--- src/sv/lcd_nibble_bus_sequencer_core_defines.svh ---
// assertion helpers shared by the sequencer modules
`ifndef LCD_NIBBLE_BUS_SEQUENCER_CORE_DEFINES_SVH
`define LCD_NIBBLE_BUS_SEQUENCER_CORE_DEFINES_SVH

// same-cycle implication, checked out of reset
`define LNS_ASSERT_NOW(lbl, ante, cons) \
    lbl: assert property (@(posedge i_clk) disable iff (!i_rst_n) (ante) |-> (cons)) \
        else $error("lcd sequencer check failed");

// next-cycle implication, checked out of reset
`define LNS_ASSERT_NEXT(lbl, ante, cons) \
    lbl: assert property (@(posedge i_clk) disable iff (!i_rst_n) (ante) |=> (cons)) \
        else $error("lcd sequencer check failed");

`endif

--- src/sv/lns_pkg.sv ---
// ----------------------------------------------------------------------------
// lns_pkg
// Types, codes and the power-up table of the 4-bit character-LCD sequencer.
// ----------------------------------------------------------------------------
package lns_pkg;

    localparam logic [2:0] KIND_INIT    = 3'd0;
    localparam logic [2:0] KIND_CMD     = 3'd1;
    localparam logic [2:0] KIND_CHR     = 3'd2;
    localparam logic [2:0] KIND_CUR     = 3'd3;
    localparam logic [2:0] KIND_CUR_CHR = 3'd4;

    localparam logic [7:0] ROW_TOP     = 8'd1;
    localparam logic [7:0] ROW_BOTTOM  = 8'd2;
    localparam logic [7:0] ADDR_TOP    = 8'h80;
    localparam logic [7:0] ADDR_BOTTOM = 8'hC0;

    localparam logic [3:0] LAST_INIT_STEP = 4'd10;
    localparam logic [9:0] EPU_RESET      = 10'd50;

    localparam logic [14:0] WAIT_POWER_UP = 15'd30000;
    localparam logic [14:0] WAIT_LONG     = 15'd5000;
    localparam logic [14:0] WAIT_SHORT    = 15'd150;

    typedef struct packed {
        logic [2:0] kind;
        logic [7:0] value;
        logic [7:0] row;
        logic [7:0] col;
    } t_req;

    typedef struct packed {
        logic        reg_select;
        logic [3:0]  nibble;
        logic        strobe_res;
        logic [14:0] wait_after_us;
        logic        last;
    } t_rsp;

    typedef enum logic [2:0] {
        S_IDLE,
        S_INIT,
        S_CMD_HI,
        S_CMD_LO,
        S_CHR_HI,
        S_CHR_LO
    } t_state;

    typedef struct packed {
        logic       load;
        logic       emit;
        t_state     sel;
        logic [3:0] step;
        logic       last;
    } t_cmd;

    typedef struct packed {
        logic [2:0] kind;
        logic       row_ok;
        logic       out_free;
    } t_status;

    function automatic logic [3:0] init_nibble(input logic [3:0] step);
        logic [3:0] nib;
        case (step)
            4'd1, 4'd2, 4'd3: nib = 4'h3;
            4'd4, 4'd5:       nib = 4'h2;
            4'd6:             nib = 4'h8;
            4'd8:             nib = 4'hC;
            4'd10:            nib = 4'h6;
            default:          nib = 4'h0;
        endcase
        return nib;
    endfunction

    function automatic logic [14:0] init_wait(input logic [3:0] step, input logic [9:0] epu);
        logic [14:0] w;
        case (step)
            4'd0:    w = WAIT_POWER_UP + {5'd0, epu};
            4'd1:    w = WAIT_LONG;
            4'd2:    w = WAIT_SHORT;
            default: w = 15'd0;
        endcase
        return w;
    endfunction

endpackage

--- src/sv/lns_ctrl.sv ---
// ----------------------------------------------------------------------------
// lns_ctrl
// Sequencer state machine: walks the transfers of one request.
// ----------------------------------------------------------------------------
`include "lcd_nibble_bus_sequencer_core_defines.svh"

module lns_ctrl (
    input  logic             i_clk,
    input  logic             i_rst_n,
    input  logic             i_in_valid,
    output logic             o_in_ready,
    input  lns_pkg::t_status i_status,
    output lns_pkg::t_cmd    o_cmd
);

    lns_pkg::t_state r_state, n_state;
    logic [3:0]      r_step, n_step;
    logic            r_then_chr, n_then_chr;
    logic            load, emit;

    assign load = i_in_valid && (r_state == lns_pkg::S_IDLE);
    assign emit = (r_state != lns_pkg::S_IDLE) && i_status.out_free;

    always_ff @(posedge i_clk) begin
        if (!i_rst_n) begin
            r_state    <= lns_pkg::S_IDLE;
            r_step     <= 4'd0;
            r_then_chr <= 1'b0;
        end else begin
            r_state    <= n_state;
            r_step     <= n_step;
            r_then_chr <= n_then_chr;
        end
    end

    // next state
    always_comb begin
        n_state    = r_state;
        n_step     = r_step;
        n_then_chr = r_then_chr;
        unique case (r_state)
            lns_pkg::S_IDLE: begin
                if (load) begin
                    n_step     = 4'd0;
                    n_then_chr = (i_status.kind == lns_pkg::KIND_CUR_CHR);
                    unique case (i_status.kind)
                        lns_pkg::KIND_INIT: n_state = lns_pkg::S_INIT;
                        lns_pkg::KIND_CMD:  n_state = lns_pkg::S_CMD_HI;
                        lns_pkg::KIND_CHR:  n_state = lns_pkg::S_CHR_HI;
                        lns_pkg::KIND_CUR: begin
                            n_state = i_status.row_ok ? lns_pkg::S_CMD_HI : lns_pkg::S_IDLE;
                        end
                        lns_pkg::KIND_CUR_CHR: begin
                            n_state = i_status.row_ok ? lns_pkg::S_CMD_HI : lns_pkg::S_CHR_HI;
                        end
                        default: n_state = lns_pkg::S_IDLE;
                    endcase
                end
            end
            lns_pkg::S_INIT: begin
                if (emit) begin
                    n_step = r_step + 4'd1;
                    if (r_step == lns_pkg::LAST_INIT_STEP) begin
                        n_state = lns_pkg::S_IDLE;
                    end
                end
            end
            lns_pkg::S_CMD_HI: begin
                if (emit) begin
                    n_state = lns_pkg::S_CMD_LO;
                end
            end
            lns_pkg::S_CMD_LO: begin
                if (emit) begin
                    n_state = r_then_chr ? lns_pkg::S_CHR_HI : lns_pkg::S_IDLE;
                end
            end
            lns_pkg::S_CHR_HI: begin
                if (emit) begin
                    n_state = lns_pkg::S_CHR_LO;
                end
            end
            lns_pkg::S_CHR_LO: begin
                if (emit) begin
                    n_state = lns_pkg::S_IDLE;
                end
            end
            default: n_state = lns_pkg::S_IDLE;
        endcase
    end

    // outputs
    always_comb begin
        o_in_ready = (r_state == lns_pkg::S_IDLE);
        o_cmd.load = load;
        o_cmd.emit = emit;
        o_cmd.sel  = r_state;
        o_cmd.step = r_step;
        unique case (r_state)
            lns_pkg::S_INIT:   o_cmd.last = (r_step == lns_pkg::LAST_INIT_STEP);
            lns_pkg::S_CMD_LO: o_cmd.last = !r_then_chr;
            lns_pkg::S_CHR_LO: o_cmd.last = 1'b1;
            default:           o_cmd.last = 1'b0;
        endcase
    end

    `LNS_ASSERT_NOW(a_step_range, r_state == lns_pkg::S_INIT, r_step <= lns_pkg::LAST_INIT_STEP)
    `LNS_ASSERT_NEXT(a_last_ends, emit && o_cmd.last, r_state == lns_pkg::S_IDLE)
    `LNS_ASSERT_NOW(a_load_no_emit, load, !emit)

endmodule

--- src/sv/lns_dpath.sv ---
// ----------------------------------------------------------------------------
// lns_dpath
// Request registers, enable-time register, transfer formation and output
// register of the sequencer.
// ----------------------------------------------------------------------------
`include "lcd_nibble_bus_sequencer_core_defines.svh"

module lns_dpath (
    input  logic             i_clk,
    input  logic             i_rst_n,
    input  lns_pkg::t_req    i_req,
    input  logic             i_cfg_we,
    input  logic [9:0]       i_cfg_data,
    input  lns_pkg::t_cmd    i_cmd,
    output lns_pkg::t_status o_status,
    output logic             o_out_valid,
    input  logic             i_out_ready,
    output lns_pkg::t_rsp    o_out_rsp
);

    logic [9:0]    r_epu;
    logic [7:0]    r_cmd_byte;
    logic [7:0]    r_chr;
    logic          r_valid;
    lns_pkg::t_rsp r_out;
    lns_pkg::t_rsp n_out;
    logic [7:0]    cur_base;
    logic [7:0]    cur_addr;

    assign cur_base = (i_req.row == lns_pkg::ROW_TOP) ? lns_pkg::ADDR_TOP : lns_pkg::ADDR_BOTTOM;
    assign cur_addr = cur_base + i_req.col - 8'd1;

    assign o_status.kind     = i_req.kind;
    assign o_status.row_ok   = (i_req.row == lns_pkg::ROW_TOP)
                            || (i_req.row == lns_pkg::ROW_BOTTOM);
    assign o_status.out_free = !r_valid || i_out_ready;

    always_ff @(posedge i_clk) begin
        if (!i_rst_n) begin
            r_epu   <= lns_pkg::EPU_RESET;
            r_valid <= 1'b0;
        end else begin
            if (i_cfg_we) begin
                r_epu <= i_cfg_data;
            end
            if (i_cmd.emit) begin
                r_valid <= 1'b1;
            end else if (i_out_ready) begin
                r_valid <= 1'b0;
            end
        end
    end

    always_ff @(posedge i_clk) begin
        if (i_cmd.load) begin
            r_cmd_byte <= (i_req.kind == lns_pkg::KIND_CMD) ? i_req.value : cur_addr;
            r_chr      <= i_req.value;
        end
        if (i_cmd.emit) begin
            r_out <= n_out;
        end
    end

    // transfer for the current sequencer step
    always_comb begin
        n_out.last = i_cmd.last;
        unique case (i_cmd.sel)
            lns_pkg::S_INIT: begin
                n_out.reg_select    = 1'b0;
                n_out.nibble        = lns_pkg::init_nibble(i_cmd.step);
                n_out.strobe_res    = (i_cmd.step != 4'd0);
                n_out.wait_after_us = lns_pkg::init_wait(i_cmd.step, r_epu);
            end
            lns_pkg::S_CMD_HI: begin
                n_out.reg_select    = 1'b0;
                n_out.nibble        = r_cmd_byte[7:4];
                n_out.strobe_res    = 1'b1;
                n_out.wait_after_us = 15'd0;
            end
            lns_pkg::S_CMD_LO: begin
                n_out.reg_select    = 1'b0;
                n_out.nibble        = r_cmd_byte[3:0];
                n_out.strobe_res    = 1'b1;
                n_out.wait_after_us = 15'd0;
            end
            lns_pkg::S_CHR_HI: begin
                n_out.reg_select    = 1'b1;
                n_out.nibble        = r_chr[7:4];
                n_out.strobe_res    = 1'b1;
                n_out.wait_after_us = {5'd0, r_epu};
            end
            lns_pkg::S_CHR_LO: begin
                n_out.reg_select    = 1'b1;
                n_out.nibble        = r_chr[3:0];
                n_out.strobe_res    = 1'b1;
                n_out.wait_after_us = {5'd0, r_epu};
            end
            default: begin
                n_out.reg_select    = 1'b0;
                n_out.nibble        = 4'd0;
                n_out.strobe_res    = 1'b0;
                n_out.wait_after_us = 15'd0;
            end
        endcase
    end

    assign o_out_valid = r_valid;
    assign o_out_rsp   = r_out;

    `LNS_ASSERT_NOW(a_no_overwrite, i_cmd.emit, !r_valid || i_out_ready)

endmodule

--- src/sv/lcd_nibble_bus_sequencer_core.sv ---
// ----------------------------------------------------------------------------
// lcd_nibble_bus_sequencer_core
// Expands each request into the nibble transfers of a 4-bit character-LCD bus.
//
//   channel   direction   handshake                    payload
//   request   in          i_in_valid / o_in_ready      i_in_req   (t_req)
//   transfer  out         o_out_valid / i_out_ready    o_out_rsp  (t_rsp)
//   config    in          i_cfg_we                     i_cfg_data (enable time, us)
//
// ready only when idle; once a request is taken, one transfer is formed per
// cycle while the output is free: init 11 transfers, command or character 2,
// cursor then character 4; requests with no transfer leave the sequencer idle
// the output register lets the last transfer wait while the next request enters
// a stalled output holds the sequencer on its current step
// reset clears the state machine and output valid, and loads enable time 50
// ----------------------------------------------------------------------------
module lcd_nibble_bus_sequencer_core (
    input  logic          i_clk,
    input  logic          i_rst_n,
    input  logic          i_in_valid,
    output logic          o_in_ready,
    input  lns_pkg::t_req i_in_req,
    output logic          o_out_valid,
    input  logic          i_out_ready,
    output lns_pkg::t_rsp o_out_rsp,
    input  logic          i_cfg_we,
    input  logic [9:0]    i_cfg_data
);

    lns_pkg::t_cmd    cmd;
    lns_pkg::t_status status;

    lns_ctrl u_ctrl (
        .i_clk      (i_clk),
        .i_rst_n    (i_rst_n),
        .i_in_valid (i_in_valid),
        .o_in_ready (o_in_ready),
        .i_status   (status),
        .o_cmd      (cmd)
    );

    lns_dpath u_dpath (
        .i_clk       (i_clk),
        .i_rst_n     (i_rst_n),
        .i_req       (i_in_req),
        .i_cfg_we    (i_cfg_we),
        .i_cfg_data  (i_cfg_data),
        .i_cmd       (cmd),
        .o_status    (status),
        .o_out_valid (o_out_valid),
        .i_out_ready (i_out_ready),
        .o_out_rsp   (o_out_rsp)
    );

endmodule
--- config.mk ---
export PLATFORM = sky130hd
export DESIGN_NAME = lcd_nibble_bus_sequencer_core
export DESIGN_NICKNAME = d
export VERILOG_FILES = /design/src/sv/lns_pkg.sv /design/src/sv/lns_ctrl.sv /design/src/sv/lns_dpath.sv /design/src/sv/lcd_nibble_bus_sequencer_core.sv
export VERILOG_INCLUDE_DIRS = /design/src /design/src/sv
export SDC_FILE = /design/constraint.sdc
export NUM_CORES = 1
export LEC_CHECK = 0
export CORE_MARGIN = 1
export CORE_UTILIZATION = 41
export CTS_BUF_LIST = sky130_fd_sc_hd__clkbuf_4 sky130_fd_sc_hd__clkbuf_8 sky130_fd_sc_hd__clkbuf_16
export CTS_CLUSTER_DIAMETER = 60
export DETAILED_ROUTE_END_ITERATION = 6
export DONT_BUFFER_PORTS = 1
export GPL_ROUTABILITY_DRIVEN = 0
export PLACE_DENSITY_LB_ADDON = 0.1
export SKIP_CTS_REPAIR_TIMING = 1
export SYNTH_ARGS = -nofsm -noshare
export SYNTH_HDL_FRONTEND = slang
export SYNTH_HIERARCHICAL = 1
export SYNTH_SLANG_ARGS = --single-unit
--- constraint.sdc ---
create_clock -name i_clk -period 2.2 [get_ports i_clk]
set_input_delay 0.33 -clock i_clk [delete_from_list [all_inputs] [get_ports i_clk]]
set_output_delay 0.33 -clock i_clk [all_outputs]
set_load 0.05 [all_outputs]
==> flow_summary.toml <==
[critical_path]
critPathMaxStageDelay_ns = 0.26
slowest_stage = "ha_1"
r2r-end = "u_dpath/o_out_rsp[7]"
cp-startpoint = "i_in_req[13]"
cp_cell_sequence = "nor4_1 -> nand2_1 -> nor3b_1 -> ha_1 -> inv_1 -> ha_1 -> nor4b_1 -> a211oi_1 -> nand3_1"
reg2reg_from = "u_ctrl/r_state[1]"
endpoint_kind = "flop"
cp_common_cell = "ha_1"
startpoint_type = "primary input"
cp_data_required_time_ns = 2.25
r2r_slack_ns = 0.38
cp_max_fo = 5
crit_type = "in2reg"
ff2ff_path_depth = 5
worstPathArrival_ns = 1.93
crit_end = "u_dpath/r_cmd_byte[6]"

[sta]
hold_viol_final = 0
fin_crit_sh_pct = 85.3
period_needed_ns = 1.88
drv_slew = 0
fmax_ghz = 0.533
tightestPinTransition_ns = 0.480
setup_viol = 0
tns_ns = 0
finClkSkew_ns = 0.00567
rsz0062_at_grt = "false"
slew_headroom_pct = 68.1

[global_routing]
grt_pass1_wl_mm = 10.1
antenna_found_initial = 0
grt_overflow = 0
grt_max_degree = 23
grt_pass1_vias = 2116
grt.total_usage_pct = 15.4

[floorplanning]
start_util_pct = 43.2
die_y_um = 90.4
core.rowCount = 31
io_pins = 66
dieArea_sq_um = 8170
die_x_um = 90.4
coreArea_sq_um = 7410

[route]
avgViaCountPerCell = 5.40
ant_nets = 0
routed_wl_mm = 6.22
drc_errors = 0
vias = 2196
drt_iter0_drc = 138
drt-wirelength-per-cell_um = 15.3
firstDrtPassIters = 5

[pwr]
cellPowerDensity_nw_per_um2 = 672
leakagePower_nw = 1.23
irDropWorstVdd_mv = 0.268

[clocking]
cts_buffers = 5
path_clk_slew_ns = 0.09
clk_latency_ns = 0.31
root_buffer = "clkbuf_8"
cts_tree = "built"
clockBufferDepth = 2
clock-sinks = 56
htree_levels = 2

[final_layout]
nets = 361
layout-drive-gt1-share_pct = 11.0
n_fill_cell = 714
area_growth_pct = 5.59
final_area_sq_um = 3380
n_antenna_cell = 0
multi_input_area_sq_um = 1520
seq_area_sq_um = 1490

[synth]
avgSynthCellArea_sq_um = 10.4
async_flop_share_pct = 0
syn_area_sq_um = 3200
synth_fp_nets = 361
synth_cell_type_count = 65
ys_seq_elements = 56
yosysWarnings = 6
synthCells = 307
synth-edff-count = 37
synth-main-ff-cell = "edfxtp_1"
synth_seq_area_share_pct = 46.6

[run_status]
outcome = "complete, no violations"

[placed_design]
dpl_cell_area_sq_um = 3300
portBuffers = 0
dpl.hpwl_mm = 4.62

[min_path]
worstHoldPathType = "in2reg"
min-delay-start = "i_rst_n"

[flow_run]
maxCapViolCount = 0
-- cell type report --
cell class / count / area share [%]
Clock buffer: 5 / 2.03
Inverter: 16 / 1.78
Tap cell: 99 / 3.66
Multi-Input combinational cell: 214 / 44.8
Sequential cell: 56 / 44.1
Clock inverter: 3 / 0.518
Timing Repair Buffer: 14 / 3.11
-- cell families after synthesis --
group                      count (synthesis)  share of synthesized area [%]
AOI/OAI and AO/OA                         65                           13.2
xor gates and xnor gates                   7                           1.91
adders and majority gates                 12                           4.92
buffers and inverters                     37                           6.13
DFF                                       56                           46.6
muxes                                     20                           6.52
and+or+nand+nor                          110                           20.7
-- critical path, delay by kind of cell --
family | cells | cell delay, ns
simple gates | 5 | 0.81
buf+inv | 1 | 0.05
fa+ha+maj | 2 | 0.52
compound gates | 1 | 0.23
-- power by group --
group	internal [W]	leakage, nW	total, W	switching (W)
Clock	0.000223	0.0460	0.000554	0.000331
Sequential	0.00123	0.494	0.00139	0.000166
Combinational	0.000138	0.690	0.000329	0.000191
Total	0.00159	1.23	0.00227	0.000687
-- registers in the layout, summed over array words and instances, names as in the netlist --
register	cells
u_ctrl/r_then_chr	1
u_ctrl/r_state	3
u_dpath/r_epu	10
u_ctrl/r_step	4
u_dpath/r_cmd_byte	8
u_dpath/o_out_valid	1
u_dpath/o_out_rsp	21
u_dpath/r_chr	8
-- cell usage in the layout, fill, tap and decap left out, drive strengths merged, types with 2 or more instances in the layout --
cell	Yosys	final
nor2b	12	12
buf	15	14
a21o	3	3
a211oi	6	6
a21oi	11	11
mux2	4	4
dfxtp	19	19
and3	4	4
o31ai	2	2
o21ai	17	17
o21a	3	3
nor4	4	4
or3b	2	2
nand3	7	7
mux2i	16	16
nand4b	2	2
nor3b	7	7
o22ai	4	4
o211ai	2	2
nand2b	10	10
ha	11	11
and2b	2	2
and2	5	5
xor2	4	4
clkbuf	6	5
clkinv	0	2
xnor2	3	3
edfxtp	37	37
a22oi	2	2
nand2	23	23
nor3	3	3
nor2	16	16
a31oi	3	3
nand4	2	2
a21boi	3	3
inv	16	17
a221oi	2	2
nor4b	5	5
-- cell usage after synthesis (all sizes together), types with 2 or more instances --
cell | count | share of area (%)
nor2 | 16 | 2.0
and2b | 2 | 0.47
a22oi | 2 | 0.47
clkbuf | 6 | 0.74
o22ai | 4 | 0.78
edfxtp | 37 | 35
nor3 | 3 | 1.3
mux2i | 16 | 5.0
and2 | 5 | 0.98
a211oi | 6 | 1.4
dfxtp | 19 | 12
nand4b | 2 | 0.55
o21a | 3 | 0.70
a21oi | 11 | 1.8
a21o | 3 | 0.70
inv | 16 | 1.9
o31ai | 2 | 0.47
nor4b | 5 | 1.4
mux2 | 4 | 1.5
ha | 11 | 4.3
nor3b | 7 | 1.8
a21boi | 3 | 0.70
nand3 | 7 | 1.1
xnor2 | 3 | 0.82
nand4 | 2 | 0.39
a31oi | 3 | 0.59
xor2 | 4 | 1.1
nor4 | 4 | 0.78
nand2b | 10 | 2.0
nor2b | 12 | 2.3
o21ai | 17 | 2.7
a221oi | 2 | 0.55
buf | 15 | 3.5
nand2 | 23 | 2.7
and3 | 4 | 0.78
o211ai | 2 | 0.47
or3b | 2 | 0.63
-- through the flow --
step / setup WS, ns / util [%] / hold WS, ns / std cells / power, W
5_1_grt: 0.153 / 45.7 / 0.0789 / 407 / 0.00237
3_3_place_gp: 0.0330 / 44.5 / 0.398 / 399 / 0.00174
2_1_floorplan: 0.0709 / - / 0.429 / 307 / 0.00169
6_report: 0.323 / 45.7 / 0.0885 / 407 / 0.00227
4_1_cts: 0.298 / 45.7 / 0.0746 / 407 / 0.00230
3_5_place_dp: -0.0463 / 44.5 / 0.403 / 399 / 0.00175
-- worst min-delay path by stage --
stage,slack (ns),cells past startpoint,endpoint
after floorplan,0.43,0,u_dpath/r_chr[0]
after global placement,0.40,1,u_dpath/r_epu[1]
after detailed placement,0.40,1,u_dpath/r_epu[1]
after CTS,0.07,1,u_dpath/r_epu[1]
after global routing,0.08,1,u_dpath/r_epu[1]
final,0.09,1,u_dpath/r_epu[1]
-- per-layer routing --
metal | up-vias | routed length (um) | GRT usage (%)
met5 | - | 0 | 0
met4 | 0 | 57 | 3.63
met3 | 4 | 306 | 4.12
met2 | 64 | 2980 | 26.7
met1 | 1011 | 2880 | 19.0
li1 | 1117 | - | -
No activity file was read; power rests on OpenSTA's default activity.
